$ cat config.mk
export PLATFORM = sky130hd
export DESIGN_NAME = font_table_directory_parser_flat
export DESIGN_NICKNAME = d
export VERILOG_FILES = /design/src/rtl/fntd_pkg.sv /design/src/rtl/fntd_if.sv /design/src/rtl/fntd_in_reg.sv /design/src/rtl/fntd_tag_match.sv /design/src/rtl/fntd_core.sv /design/src/rtl/font_table_directory_parser.sv /design/src/flat_wrapper.sv
export SDC_FILE = /design/constraint.sdc
export NUM_CORES = 1
export LEC_CHECK = 0
export ABC_AREA = 1
export BUFFER_PORTS_ARGS = -buffer_cell sky130_fd_sc_hd__buf_4
export CORE_UTILIZATION = 63
export DETAILED_ROUTE_END_ITERATION = 7
export PLACE_DENSITY_LB_ADDON = 0.25
export SLEW_MARGIN = 15
export SYNTH_ARGS = -nofsm -noshare
export SYNTH_HDL_FRONTEND = slang
export SYNTH_SLANG_ARGS = --single-unit
export TNS_END_PERCENT = 30
$ cat constraint.sdc
create_clock -name clk -period 15.2 [get_ports clk]
set_input_delay 1.52 -clock clk [delete_from_list [all_inputs] [get_ports clk]]
set_output_delay 1.52 -clock clk [all_outputs]
set_load 0.02 [all_outputs]
$ cat src/rtl/fntd_pkg.sv
`timescale 1ns / 1ps
// ----------------------------------------------------------------------------
// Font table directory parser package
// Shared types, result codes, tag constants and the list of known table tags.
// ----------------------------------------------------------------------------
package fntd_pkg;

  localparam int unsigned NUM_TAGS  = 32;
  localparam int unsigned TAG_IDX_W = $clog2(NUM_TAGS);

  // Result kinds.
  localparam logic [1:0] KIND_HEADER = 2'd0;
  localparam logic [1:0] KIND_TABLE  = 2'd1;
  localparam logic [1:0] KIND_ERROR  = 2'd2;

  // Outline flavors.
  localparam logic OUTLINE_CFF = 1'b0;
  localparam logic OUTLINE_TT  = 1'b1;

  // Version tags.
  localparam logic [31:0] VERSION_OTTO = 32'h4F54_544F;
  localparam logic [31:0] VERSION_TT   = 32'h0001_0000;

  // Byte positions that close a field.
  localparam logic [3:0] POS_TAG_END    = 4'd3;
  localparam logic [3:0] POS_HEADER_END = 4'd7;
  localparam logic [3:0] POS_RECORD_END = 4'd15;

  // Parser phase, one-hot.
  typedef enum logic [4:0] {
    PH_IDLE    = 5'b00001,
    PH_VERSION = 5'b00010,
    PH_HEADER  = 5'b00100,
    PH_RECORD  = 5'b01000,
    PH_DONE    = 5'b10000
  } phase_t;

  // One accepted input word.
  typedef struct packed {
    logic [7:0] data_byte;
    logic       file_start;
  } item_t;

  // Outcome of the tag lookup.
  typedef struct packed {
    logic                 hit;
    logic [TAG_IDX_W-1:0] index;
  } tag_match_t;

  localparam logic [31:0] KNOWN_TAGS [NUM_TAGS] = '{
    32'h636D_6170, 32'h6865_6164, 32'h6868_6561, 32'h686D_7478, // cmap head hhea hmtx
    32'h6D61_7870, 32'h6E61_6D65, 32'h4F53_2F32, 32'h706F_7374, // maxp name OS/2 post
    32'h6376_7420, 32'h6670_676D, 32'h676C_7966, 32'h6C6F_6361, // cvt  fpgm glyf loca
    32'h7072_6570, 32'h4346_4620, 32'h564F_5247, 32'h4542_4454, // prep CFF  VORG EBDT
    32'h4542_4C43, 32'h4542_5343, 32'h4241_5345, 32'h4744_4546, // EBLC EBSC BASE GDEF
    32'h4750_4F53, 32'h4753_5542, 32'h4A53_5446, 32'h4453_4947, // GPOS GSUB JSTF DSIG
    32'h6761_7370, 32'h6864_6D78, 32'h6B65_726E, 32'h4C54_5348, // gasp hdmx kern LTSH
    32'h5043_4C54, 32'h5644_4D58, 32'h7668_6561, 32'h766D_7478  // PCLT VDMX vhea vmtx
  };

endpackage

$ cat src/rtl/fntd_if.sv
`timescale 1ns / 1ps
// ----------------------------------------------------------------------------
// Font table directory parser channels
// Byte stream channel and result channel, valid/ready handshake.
// ----------------------------------------------------------------------------
interface fntd_byte_if;
  logic       valid;
  logic       ready;
  logic [7:0] data_byte;
  logic       file_start;

  modport source (output valid, data_byte, file_start, input ready);
  modport sink   (input valid, data_byte, file_start, output ready);
endinterface

interface fntd_result_if;
  logic        valid;
  logic        ready;
  logic [1:0]  record_kind;
  logic        outline_type;
  logic [15:0] table_count;
  logic [15:0] search_range;
  logic [15:0] entry_selector;
  logic [15:0] range_shift;
  logic [4:0]  table_index;
  logic [31:0] table_checksum;
  logic [31:0] table_offset;
  logic [31:0] table_length;
  logic        last;

  modport source (output valid, record_kind, outline_type, table_count, search_range,
                  entry_selector, range_shift, table_index, table_checksum,
                  table_offset, table_length, last, input ready);
  modport sink   (input valid, record_kind, outline_type, table_count, search_range,
                  entry_selector, range_shift, table_index, table_checksum,
                  table_offset, table_length, last, output ready);
endinterface

$ cat src/rtl/fntd_in_reg.sv
`timescale 1ns / 1ps
// ----------------------------------------------------------------------------
// Input register
// Holds one accepted byte word until the parse stage takes it.
// ----------------------------------------------------------------------------
module fntd_in_reg (
  input  logic             clk,
  input  logic             rst,
  fntd_byte_if.sink        font,
  input  logic             take,
  output logic             item_valid,
  output fntd_pkg::item_t  item
);

  logic accept;

  assign font.ready = !item_valid || take;
  assign accept     = font.valid && font.ready;

  always_ff @(posedge clk) begin
    if (rst) begin
      item_valid <= 1'b0;
    end else if (accept) begin
      item_valid <= 1'b1;
    end else if (take) begin
      item_valid <= 1'b0;
    end
  end

  always_ff @(posedge clk) begin
    if (accept) begin
      item.data_byte  <= font.data_byte;
      item.file_start <= font.file_start;
    end
  end

endmodule

$ cat src/rtl/fntd_tag_match.sv
`timescale 1ns / 1ps
// ----------------------------------------------------------------------------
// Table tag matcher
// Compares a four-byte tag with all known tags in parallel.
// ----------------------------------------------------------------------------
module fntd_tag_match (
  input  logic [31:0]           tag,
  output fntd_pkg::tag_match_t  match
);

  logic [fntd_pkg::NUM_TAGS-1:0] hits;

  always_comb begin
    for (int k = 0; k < fntd_pkg::NUM_TAGS; k++) begin
      hits[k] = (tag == fntd_pkg::KNOWN_TAGS[k]);
    end
  end

  // Tags are distinct, so the lowest hit is the only hit.
  always_comb begin
    match.hit   = |hits;
    match.index = '0;
    for (int k = fntd_pkg::NUM_TAGS - 1; k >= 0; k--) begin
      if (hits[k]) begin
        match.index = fntd_pkg::TAG_IDX_W'(k);
      end
    end
  end

endmodule

$ cat src/rtl/fntd_core.sv
`timescale 1ns / 1ps
// ----------------------------------------------------------------------------
// Parse core
// Tracks the parse phase, assembles words and loads the result register.
// ----------------------------------------------------------------------------
module fntd_core (
  input  logic             clk,
  input  logic             rst,
  input  logic             item_valid,
  input  fntd_pkg::item_t  item,
  output logic             take,
  fntd_result_if.source    result
);

  fntd_pkg::phase_t     phase, phase_next, ph;
  logic [3:0]           pos, pos_next, pos_cur;
  logic [15:0]          records_left, records_left_next, rl_cur, rl_dec;
  logic                 outline_kind, outline_kind_next, ok_cur;
  logic [4:0]           matched_index, matched_index_next;
  logic [31:0]          word0, word1, word2;
  logic [31:0]          word0_next, word1_next, word2_next;
  logic [31:0]          tag_word;
  fntd_pkg::tag_match_t match;

  logic        emit;
  logic [1:0]  res_kind;
  logic        res_outline;
  logic [15:0] res_count, res_range, res_sel, res_shift;
  logic [4:0]  res_index;
  logic [31:0] res_checksum, res_offset, res_length;
  logic        res_last;

  assign take     = item_valid && (!result.valid || result.ready);
  assign tag_word = {word0[23:0], item.data_byte};
  assign rl_dec   = rl_cur - 16'd1;

  fntd_tag_match u_tag_match (
    .tag   (tag_word),
    .match (match)
  );

  always_comb begin
    ph      = item.file_start ? fntd_pkg::PH_VERSION : phase;
    pos_cur = item.file_start ? 4'd0 : pos;
    rl_cur  = item.file_start ? 16'd0 : records_left;
    ok_cur  = item.file_start ? fntd_pkg::OUTLINE_CFF : outline_kind;

    phase_next         = ph;
    pos_next           = pos_cur;
    records_left_next  = rl_cur;
    outline_kind_next  = ok_cur;
    matched_index_next = item.file_start ? 5'd0 : matched_index;
    word0_next         = word0;
    word1_next         = word1;
    word2_next         = word2;

    emit         = 1'b0;
    res_kind     = fntd_pkg::KIND_ERROR;
    res_outline  = fntd_pkg::OUTLINE_CFF;
    res_count    = '0;
    res_range    = '0;
    res_sel      = '0;
    res_shift    = '0;
    res_index    = '0;
    res_checksum = '0;
    res_offset   = '0;
    res_length   = '0;
    res_last     = 1'b0;

    case (ph)
      fntd_pkg::PH_VERSION: begin
        word0_next = tag_word;
        pos_next   = pos_cur + 4'd1;
        if (pos_cur == fntd_pkg::POS_TAG_END) begin
          pos_next = 4'd0;
          if (tag_word == fntd_pkg::VERSION_OTTO) begin
            outline_kind_next = fntd_pkg::OUTLINE_CFF;
            phase_next        = fntd_pkg::PH_HEADER;
          end else if (tag_word == fntd_pkg::VERSION_TT) begin
            outline_kind_next = fntd_pkg::OUTLINE_TT;
            phase_next        = fntd_pkg::PH_HEADER;
          end else begin
            emit       = 1'b1;
            res_kind   = fntd_pkg::KIND_ERROR;
            res_last   = 1'b1;
            phase_next = fntd_pkg::PH_DONE;
          end
        end
      end

      fntd_pkg::PH_HEADER: begin
        if (pos_cur[2]) begin
          word1_next = {word1[23:0], item.data_byte};
        end else begin
          word0_next = tag_word;
        end
        pos_next = pos_cur + 4'd1;
        if (pos_cur == fntd_pkg::POS_HEADER_END) begin
          pos_next          = 4'd0;
          records_left_next = word0[31:16];
          emit              = 1'b1;
          res_kind          = fntd_pkg::KIND_HEADER;
          res_outline       = ok_cur;
          res_count         = word0[31:16];
          res_range         = word0_next[15:0];
          res_sel           = word1_next[31:16];
          res_shift         = word1_next[15:0];
          res_last          = (word0[31:16] == 16'd0);
          phase_next        = res_last ? fntd_pkg::PH_DONE : fntd_pkg::PH_RECORD;
        end
      end

      fntd_pkg::PH_RECORD: begin
        pos_next = pos_cur + 4'd1;
        case (pos_cur[3:2])
          2'd0, 2'd1: word0_next = tag_word;
          2'd2:       word1_next = {word1[23:0], item.data_byte};
          default:    word2_next = {word2[23:0], item.data_byte};
        endcase
        if (pos_cur == fntd_pkg::POS_TAG_END) begin
          if (match.hit) begin
            matched_index_next = match.index;
          end else begin
            emit        = 1'b1;
            res_kind    = fntd_pkg::KIND_ERROR;
            res_outline = ok_cur;
            res_last    = 1'b1;
            pos_next    = 4'd0;
            phase_next  = fntd_pkg::PH_DONE;
          end
        end
        if (pos_cur == fntd_pkg::POS_RECORD_END) begin
          pos_next          = 4'd0;
          records_left_next = rl_dec;
          emit              = 1'b1;
          res_kind          = fntd_pkg::KIND_TABLE;
          res_outline       = ok_cur;
          res_index         = matched_index;
          res_checksum      = word0;
          res_offset        = word1;
          res_length        = word2_next;
          res_last          = (rl_dec == 16'd0);
          if (res_last) begin
            phase_next = fntd_pkg::PH_DONE;
          end
        end
      end

      default: begin
        // Idle or stopped: the byte is dropped.
      end
    endcase
  end

  always_ff @(posedge clk) begin
    if (rst) begin
      phase         <= fntd_pkg::PH_IDLE;
      pos           <= 4'd0;
      records_left  <= 16'd0;
      outline_kind  <= fntd_pkg::OUTLINE_CFF;
      matched_index <= 5'd0;
      result.valid  <= 1'b0;
    end else begin
      if (take) begin
        phase         <= phase_next;
        pos           <= pos_next;
        records_left  <= records_left_next;
        outline_kind  <= outline_kind_next;
        matched_index <= matched_index_next;
      end
      if (take && emit) begin
        result.valid <= 1'b1;
      end else if (result.ready) begin
        result.valid <= 1'b0;
      end
    end
  end

  always_ff @(posedge clk) begin
    if (take) begin
      word0 <= word0_next;
      word1 <= word1_next;
      word2 <= word2_next;
    end
    if (take && emit) begin
      result.record_kind    <= res_kind;
      result.outline_type   <= res_outline;
      result.table_count    <= res_count;
      result.search_range   <= res_range;
      result.entry_selector <= res_sel;
      result.range_shift    <= res_shift;
      result.table_index    <= res_index;
      result.table_checksum <= res_checksum;
      result.table_offset   <= res_offset;
      result.table_length   <= res_length;
      result.last           <= res_last;
    end
  end

endmodule

$ cat src/rtl/font_table_directory_parser.sv
`timescale 1ns / 1ps
// ----------------------------------------------------------------------------
// Font table directory parser
// Walks the version tag, header and table directory of a font file given one
// byte per word, and reports the header and each known table record.
// ----------------------------------------------------------------------------
//
//   Channel   Direction  Word contents
//   font      in         data_byte, file_start (first byte of a new file)
//   result    out        record_kind, outline_type, header words, table index,
//                        checksum, offset, length, last
//
// The parse stage closes each byte word as it takes it, so one word per cycle is
// sustained while the result is not stalled; an accepted byte is held in the input
// register for the parse stage, and a result it causes is held in the result
// register. The throughput is set by the single parse stage, one byte per clock.
// Reset (synchronous, active high) empties both registers and leaves the parser
// idle until a byte marked as a file start arrives.
// A stalled result holds the parse stage; a byte already in the input register
// waits there, an empty input register still takes one byte, and further bytes
// wait on font.ready.
//
// A file start restarts the parse from any phase. The first four bytes must be
// 'OTTO' (CFF) or 00 01 00 00 (TrueType); anything else gives an error result
// and the parser stops. Eight header bytes give the header result. Each 16-byte
// directory record is matched on its tag; an unknown tag gives an error result
// after its fourth byte and the parser stops. The last result for a file has
// last set, after which bytes are ignored until the next file start.
// ----------------------------------------------------------------------------
module font_table_directory_parser (
  input  logic          clk,
  input  logic          rst,
  fntd_byte_if.sink     font,
  fntd_result_if.source result
);

  logic            item_valid;
  logic            take;
  fntd_pkg::item_t item;

  // Input register: decouples the byte source from a stalled result.
  fntd_in_reg u_in_reg (
    .clk        (clk),
    .rst        (rst),
    .font       (font),
    .take       (take),
    .item_valid (item_valid),
    .item       (item)
  );

  // Parse stage: phase tracking, word assembly, tag lookup, result register.
  fntd_core u_core (
    .clk        (clk),
    .rst        (rst),
    .item_valid (item_valid),
    .item       (item),
    .take       (take),
    .result     (result)
  );

endmodule
$ cat src/flat_wrapper.sv
// flat-port wrapper written by rule: the top's interface ports become plain ports
module font_table_directory_parser_flat 
  (clk, rst, font_valid, font_data_byte, font_file_start, font_ready, result_valid, result_record_kind, result_outline_type, result_table_count, result_search_range, result_entry_selector, result_range_shift, result_table_index, result_table_checksum, result_table_offset, result_table_length, result_last, result_ready);
  fntd_byte_if font_i ();
  fntd_result_if result_i ();
  input  logic clk;
  input  logic rst;
  input wire logic [$bits(font_i.valid)-1:0] font_valid;
  input wire logic [$bits(font_i.data_byte)-1:0] font_data_byte;
  input wire logic [$bits(font_i.file_start)-1:0] font_file_start;
  output wire logic [$bits(font_i.ready)-1:0] font_ready;
  output wire logic [$bits(result_i.valid)-1:0] result_valid;
  output wire logic [$bits(result_i.record_kind)-1:0] result_record_kind;
  output wire logic [$bits(result_i.outline_type)-1:0] result_outline_type;
  output wire logic [$bits(result_i.table_count)-1:0] result_table_count;
  output wire logic [$bits(result_i.search_range)-1:0] result_search_range;
  output wire logic [$bits(result_i.entry_selector)-1:0] result_entry_selector;
  output wire logic [$bits(result_i.range_shift)-1:0] result_range_shift;
  output wire logic [$bits(result_i.table_index)-1:0] result_table_index;
  output wire logic [$bits(result_i.table_checksum)-1:0] result_table_checksum;
  output wire logic [$bits(result_i.table_offset)-1:0] result_table_offset;
  output wire logic [$bits(result_i.table_length)-1:0] result_table_length;
  output wire logic [$bits(result_i.last)-1:0] result_last;
  input wire logic [$bits(result_i.ready)-1:0] result_ready;
  assign font_i.valid = font_valid;
  assign font_i.data_byte = font_data_byte;
  assign font_i.file_start = font_file_start;
  assign font_ready = font_i.ready;
  assign result_valid = result_i.valid;
  assign result_record_kind = result_i.record_kind;
  assign result_outline_type = result_i.outline_type;
  assign result_table_count = result_i.table_count;
  assign result_search_range = result_i.search_range;
  assign result_entry_selector = result_i.entry_selector;
  assign result_range_shift = result_i.range_shift;
  assign result_table_index = result_i.table_index;
  assign result_table_checksum = result_i.table_checksum;
  assign result_table_offset = result_i.table_offset;
  assign result_table_length = result_i.table_length;
  assign result_last = result_i.last;
  assign result_i.ready = result_ready;
  font_table_directory_parser u_core (.clk(clk), .rst(rst), .font(font_i), .result(result_i));
endmodule
==> out/results.md, run 1 <==
Setup path
• **data arrival at the endpoint of the critical path** 6.54 ns
• **crit end category** register
• **CP Cell Sequence** nor2_2 -> inv_1 -> nor2_2 -> inv_2 -> nor2_4 -> inv_1 -> nor2_2 -> inv_2 -> nand2_1 -> a21oi_1 -> nand2_1 -> nand2_1 -> inv_6 -> buf_4
• **CP max FO** 104
• **crit start category** register
• **Critical path buffers and inverters** 6
• **type of the worst setup path** register to register
• **delay contributed by the slowest stage of the critical path** 0.82 ns
• **data required time of the worst path** 15.37 ns
• **critical path's slowest cell** nor2_2
• **CP top delay family** simple AND/OR/NAND/NOR gates

Drt
• **detailed-route wire length** 42700 um
• **detailed-route via count** 12300
• **count of unresolved DRC violations after routing** 0
• **drt wl/cell** 21.1 um
• **1st-pass router iterations** 6
• **remaining antenna violation count after routing** 0
• **mean number of vias per cell** 6.07
• **Detailed Route Iter0 Violations** 1386

Floorplan
• **Placement Rows** 55
• **total core area** 22600 um2
• **starting density of the core** 64.2%
• **Die Footprint** 23700 um2
• **count of boundary I/O pins** 184
• **Die Y-Extent** 154 um
• **Die X-Extent** 154 um

STA
• **final hold slack** 0.470 ns
• **final worst path period need** 6.37 ns
• **count of pins over their slew limit** 0
• **number of endpoints failing setup at the final stage** 0
• **setup repair after global routing missed its margin** no
• **Fin Setup TNS** 0 ns
• **slew at the pin with the worst max-slew slack** 1.35 ns
• **clock tree skew after final layout** 0.0181 ns
• **min setup slack post-route** 8.83 ns
• **count of final hold-check violations** 0
• **maximum operating frequency** 0.157 GHz
• **fraction of the cycle the final worst path needs** 41.9%
• **Max-Slew Margin vs Limit** 8.93%

Synthesis
• **synthesized net count** 1574
• **Post-Syn Area per Cell** 9.34 um2
• **number of library cell types mapped by synthesis** 45
• **gate count of the mapped netlist** 1558
• **Top FF cell, synth** edfxtp_1
• **cells taking the most area after synthesis** edfxtp_1 57%, nand2_1 7.2%, nor2_1 7.0%
• **sequential fraction of the synthesis area** 61.1%
• **share of flip-flops with an asynchronous set or reset after synthesis** 0%
• **Post-synth EDFFs** 274
• **cell area after technology mapping** 14500 um2
• **register bit total from synthesis** 307
• **Yosys top cell area share** 56.6%
• **Yosys warning count** 0
• **Synth area leader** edfxtp_1

Run status
• **result of the run** finished, final reports clean

Power and ir drop
• **power after layout** 0.00176 W
• **Worst IR Drop VDD** 0.0851 mV
• **total power divided by cell area** 103 nW/um2
• **leakage dissipation** 6.95 nW

Clocking
• **cells resized by post-CTS repair** 0
• **clock insertion delay at the later pin of the skew report** 0.56 ns
• **post-CTS setup buffer count** 0
• **root buffer selected by CTS** clkbuf_16
• **number of clock buffers inserted by TritonCTS** 30
• **Reg clk slew, reported paths** 0.07 ns
• **CTS sink count** 307
• **TritonCTS clock tree** built
• **Clock Tree Buf Depth** 3
• **level count of the clock H-tree** 1
• **# hold bufs at CTS** 0

Layout
• **area occupied by multi-input gates** 4690 um2
• **fill cell instance count of the final layout** 1484
• **sequential cell area** 8890 um2
• **layout cells sized above 1** 15.7%
• **# nets final** 1733
• **signed area change from the synthesized netlist to the final layout** 17.6%
• **most common cell after layout, fill and taps aside** nand2_1
• **n_diodes** 0
• **most used cells in the layout excluding fill and tap cells** 278 x nand2_1, 274 x edfxtp_1, 269 x nor2_1

GRT
• **global-route layer with the greatest usage** met2
• **met2 usage in global routing** 62.0%
• **residual overflow from global routing** 0
• **pin count of the biggest net entering global routing** 105
• **number of global-route vias before repair** 11600
• **met1 Usage GRT** 43.8%
• **wire length of the first global-routing pass** 64200 um
• **number of antenna violations at the first check in global routing** 0
• **global routing met3 resource utilization** 4.26%
• **All-Layer GR Usage** 35.6%

Place
• **worst slack at placement** 9.12 ns
• **PortBufs** 183
• **Routability Congestion** 1.00
• **HPWL after DPL** 29400 um

Run
• **Max Cap Violations** 0

Worst hold path
• **class of the most critical hold timing path** register to register

-- worst paths after layout --
check	from	endpoint	slack, ns	cells after the start
hold / removal	u_core.u_core.matched_index[2]	u_core.u_core.matched_index[2]	0.47	2
setup reg to reg	u_core.u_in_reg.item[0]	u_core.u_core.result.table_length[19]	8.83	14
setup / recovery	u_core.u_in_reg.item[0]	u_core.u_core.result.table_length[19]	8.83	14
hold reg to reg	u_core.u_core.matched_index[2]	u_core.u_core.matched_index[2]	0.47	2
-- cell usage after synthesis, types with 2 or more instances --
cell       count
inv_1        184
nand3_1       55
o21ai_1        2
buf_2         10
nand2_2        3
a21oi_1       28
clkbuf_1      45
nor2_2         8
and3_1        19
nand4_1       32
nand2_1      278
and2_1        16
o31ai_1        5
buf_1          9
nor3b_1        2
dfxtp_1       33
nor2_4         3
ha_1           3
edfxtp_1     274
a41oi_1        3
o211ai_1       3
inv_2          7
xnor2_1        6
o221ai_1       8
o2111ai_1      2
nor3_2         3
a31oi_1        4
o21ai_0      160
nor4_1        15
nand3_2        2
o22ai_1        9
xor2_1         9
nor2_1       270
nand3b_1       2
nor3_1        36
-- worst register-to-register path, stage by stage, from the launching register on --
cell	delay (ns)
edfxtp_1	0.62
nor2_2	0.30
inv_1	0.09
nor2_2	0.82
inv_2	0.49
nor2_4	0.49
inv_1	0.13
nor2_2	0.72
inv_2	0.08
nand2_1	0.37
a21oi_1	0.11
nand2_1	0.09
nand2_1	0.13
inv_6	0.72
buf_4	0.77
-- logic make-up after synthesis --
kind of cell,after synthesis,share of synthesized area (%)
buffers and inverters,257,6.78
XOR/XNOR,15,0.903
AND/OR/NAND/NOR,749,22.5
adder cells (fa/ha/maj),3,0.258
flip-flops,307,61.1
AO/OA/AOI/OAI,227,8.46
-- state kept, by name (all words and copies together) (netlist names), 32 cells and up --
signal / flops
u_core.u_core.result.table_checksum: 32
u_core.u_core.result.table_length: 32
u_core.u_core.result.table_offset: 32
u_core.u_core.word0: 32
u_core.u_core.word1: 32
u_core.u_core.word2: 32
-- stage by stage --
| stage | util [%] | cells | cell area [um2] |
|---|---|---|---|
| final | 75.6 | 2026 | 17100 |
| after global routing | 75.6 | 2026 | 17100 |
| after CTS | 75.6 | 2026 | 17100 |
| after detailed placement | 71.2 | 1970 | 16100 |
| after global placement | 71.2 | 1970 | 16100 |
| after floorplan | - | 1558 | 14500 |
-- report_power, final --
part | leakage (nW) | switching [W] | internal (W)
sequential | 2.88 | 0.0000120 | 0.000917
clock | 0.480 | 0.000315 | 0.000439
combinational | 3.59 | 0.0000547 | 0.0000230
-- metal layers --
layer,part of all wire (%),vias to the layer above,routed length [um]
met4,5.2,0,2230
met2,50,715,21400
met3,7.6,121,3260
met5,0,-,0
li1,-,5571,-
met1,37,5886,15800
-- area by class of cell --
cell class,count,share of cell area (%)
well taps,285,2.08
clock inverters,20,1.18
multi-input cells,994,27.4
clock buffers,36,4.64
inverters,191,4.22
flip-flops and latches,307,52.0
repair buffers,193,8.47
(Power assumes the default switching activity.)
==> run 2, diff against run 1 <==
ABC_AREA = 0   (was 1)
CORE_UTILIZATION = 53   (was 63)
clock period = 5.2 ns   (was 15.2 ns; I/O delays follow)
==> out/results.md, run 2 <==
Run status
• **result of the run** finished, final reports clean

Synthesis
• **register bit total from synthesis** 307
• **cell area after technology mapping** 14600 um2
• **Synth area leader** edfxtp_1
• **most instantiated cells after synthesis** 274 x edfxtp_1, 157 x nand2_1, 122 x and2_1
• **Yosys warning count** 0
• **number of library cell types mapped by synthesis** 80
• **synthesized net count** 1252
• **Post-synth EDFFs** 274
• **share of flip-flops with an asynchronous set or reset after synthesis** 0%
• **gate count of the mapped netlist** 1236
• **most instantiated library cell after synthesis** edfxtp_1
• **Post-Syn Area per Cell** 11.8 um2
• **Top FF cell, synth** edfxtp_1
• **cells taking the most area after synthesis** edfxtp_1 56%, mux2_2 6.1%, and2_1 5.2%
• **Yosys top cell area share** 56.3%
• **sequential fraction of the synthesis area** 60.8%

Run
• **Max Cap Violations** 0

Clocking
• **root buffer selected by CTS** clkbuf_16
• **cells resized by post-CTS repair** 0
• **clock insertion delay at the later pin of the skew report** 0.58 ns
• **Clock Tree Buf Depth** 3
• **TritonCTS clock tree** built
• **CTS sink count** 307
• **level count of the clock H-tree** 1
• **# hold bufs at CTS** 0
• **Reg clk slew, reported paths** 0.06 ns
• **post-CTS setup buffer count** 0
• **number of clock buffers inserted by TritonCTS** 30

Drt
• **detailed-route via count** 10600
• **drt wl/cell** 23.3 um
• **remaining antenna violation count after routing** 0
• **mean number of vias per cell** 6.09
• **1st-pass router iterations** 6
• **Detailed Route Iter0 Violations** 1280
• **count of unresolved DRC violations after routing** 0
• **detailed-route wire length** 40700 um

GRT
• **number of global-route vias before repair** 10100
• **number of antenna violations at the first check in global routing** 0
• **wire length of the first global-routing pass** 61800 um
• **residual overflow from global routing** 0
• **pin count of the biggest net entering global routing** 135
• **All-Layer GR Usage** 28.7%

Layout
• **most common cell after layout, fill and taps aside** edfxtp_1
• **layout cells sized above 1** 27.0%
• **# nets final** 1400
• **fill cell instance count of the final layout** 2097
• **most used cells in the layout excluding fill and tap cells** 274 x edfxtp_1, 201 x buf_4, 154 x nand2_1
• **final instance area** 17400 um2
• **n_diodes** 0
• **area occupied by multi-input gates** 5360 um2
• **signed area change from the synthesized netlist to the final layout** 18.8%
• **utilization after layout** 64.2%
• **sequential cell area** 8890 um2

STA
• **final worst path period need** 4.05 ns
• **Max-Slew Margin vs Limit** 31.5%
• **maximum operating frequency** 0.247 GHz
• **count of final hold-check violations** 0
• **setup repair after global routing missed its margin** no
• **count of pins over their slew limit** 0
• **slew at the pin with the worst max-slew slack** 1.02 ns
• **clock tree skew after final layout** 0.0266 ns
• **fraction of the cycle the final worst path needs** 77.9%
• **Fin Setup TNS** 0 ns
• **number of endpoints failing setup at the final stage** 0

Place
• **PortBufs** 183
• **Routability Congestion** 0.946
• **DP Area** 16300 um2
• **HPWL after DPL** 27700 um

Floorplan
• **Placement Rows** 60
• **count of boundary I/O pins** 184
• **Die X-Extent** 168 um
• **starting density of the core** 54.1%
• **total core area** 27000 um2
• **Die Y-Extent** 168 um
• **Die Footprint** 28200 um2

Power and ir drop
• **Cell Int Power** 0.00412 W
• **Switching Fraction** 21.3%
• **register share of total power** 52.3%
• **relative contribution of the clock network to total power** 45.2%
• **Comb pwr share** 2.5%
• **total power divided by cell area** 301 nW/um2
• **Worst IR Drop VDD** 0.251 mV
• **net switching component of the power** 0.00111 W
• **leakage dissipation** 5.89 nW

Setup path
• **critical register-to-register path endpoint** u_core.u_core.result.table_offset[14]
• **RR Startpoint** u_core.u_in_reg.item[4]
• **CP Cell Sequence** nor4b_2 -> nand4_1 -> o22ai_2 -> nand3_1 -> nand4_1 -> nor4_4 -> a21oi_2 -> a21oi_4 -> buf_12
• **crit end category** register
• **CP max FO** 134
• **worst reg-to-reg path cell count** 9
• **crit start category** register
• **data arrival at the endpoint of the critical path** 4.20 ns
• **type of the worst setup path** register to register
• **data required time of the worst path** 5.35 ns
• **critical path's slowest cell** edfxtp_1
• **delay contributed by the slowest stage of the critical path** 0.94 ns
• **Worst R2R Setup Slack** 1.15 ns
• **crit path launch** u_core.u_in_reg.item[4]
• **most common cell type on the critical path** nand4_1

Worst hold path
• **class of the most critical hold timing path** input pin to register
• **origin of the worst min-delay path** font_data_byte[6]
• **worst hold path cell count** 1
• **worst min-delay path endpoint** u_core.u_in_reg.item[7]

==> run 2: cell types whose count changed after synthesis, moves of 20 or more <==
cell     previous run  this run
nor2_1            270        59
inv_1             184        13
o21ai_0           160        28
nand2_1           278       157
and2_1             16       122
mux2_2              0        79
a21oi_1            28        80
nand3_1            55        25
nor2b_1             0        20
==> run 2: cell type report <==
type	count	share of cell area (%)
tap	341	2.46
multi-input combinational	829	30.9
clock buffer	35	4.72
clock inverter	21	1.65
timing repair buffer	202	8.81
inverter	14	0.303
sequential	307	51.2
==> run 2: how the worst max path moves through the flow <==
stage | end | slack, ns | depth (start not counted)
final | u_core.u_core.result.table_offset[14] | 1.15 | 9
after global routing | u_core.u_core.result.entry_selector[4] | 1.09 | 8
after CTS | u_core.u_core.result.table_offset[20] | 1.35 | 8
after detailed placement | u_core.u_core.result.search_range[6] | 1.41 | 8
after global placement | u_core.u_core.result.table_offset[18] | 1.33 | 9
after floorplan | u_core.u_core.result.entry_selector[0] | 0.0006 | 9
==> run 2: cell families (layout without fill, tap and decap cells) <==
group | count (synthesis) | count (layout) | share of synthesized area, %
flip-flops | 307 | 307 | 60.8
AO/OA/AOI/OAI | 175 | 175 | 7.35
buffers and inverters | 100 | 272 | 2.85
XOR/XNOR | 10 | 10 | 0.599
adder cells (fa/ha/maj) | 3 | 3 | 0.257
multiplexers | 79 | 79 | 6.09
AND/OR/NAND/NOR | 562 | 562 | 22.0
==> run 2: per-layer routing <==
metal | global-route usage (%) | vias up | part of all wire (%)
met5 | 0 | - | 0
met4 | 7.43 | 0 | 2.6
met3 | 4.68 | 73 | 6.4
met2 | 46.3 | 448 | 47
met1 | 40.8 | 5262 | 44
li1 | - | 4862 | -
==> run 2: worst max-delay path: cells and delay by family, from the launching register on <==
kind            cells  cell delay (ns)
buf+inv             1             0.21
flops               1             0.94
compound gates      3             0.70
simple gates        5             1.51
==> run 2: metrics by stage <==
step | hold WS, ns | instances | setup slack, ns | power [W]
global placement | 0.452 | 1693 | 1.33 | 0.00291
finish | 0.113 | 1749 | 1.15 | 0.00523
floorplan | 0.436 | 1236 | 0.000600 | 0.00285
CTS | 0.0938 | 1749 | 1.35 | 0.00525
detailed placement | 0.457 | 1693 | 1.41 | 0.00291
global route | 0.0981 | 1749 | 1.09 | 0.00537
==> run 2: power by group through the flow <==
stage	Clock, W	Combinational, W	Sequential [W]
floorplan	0	0.000114	0.00274
global placement	0	0.000129	0.00278
finish	0.00236	0.000132	0.00273
detailed placement	0	0.000129	0.00279
global route	0.00250	0.000143	0.00274
CTS	0.00239	0.000130	0.00273
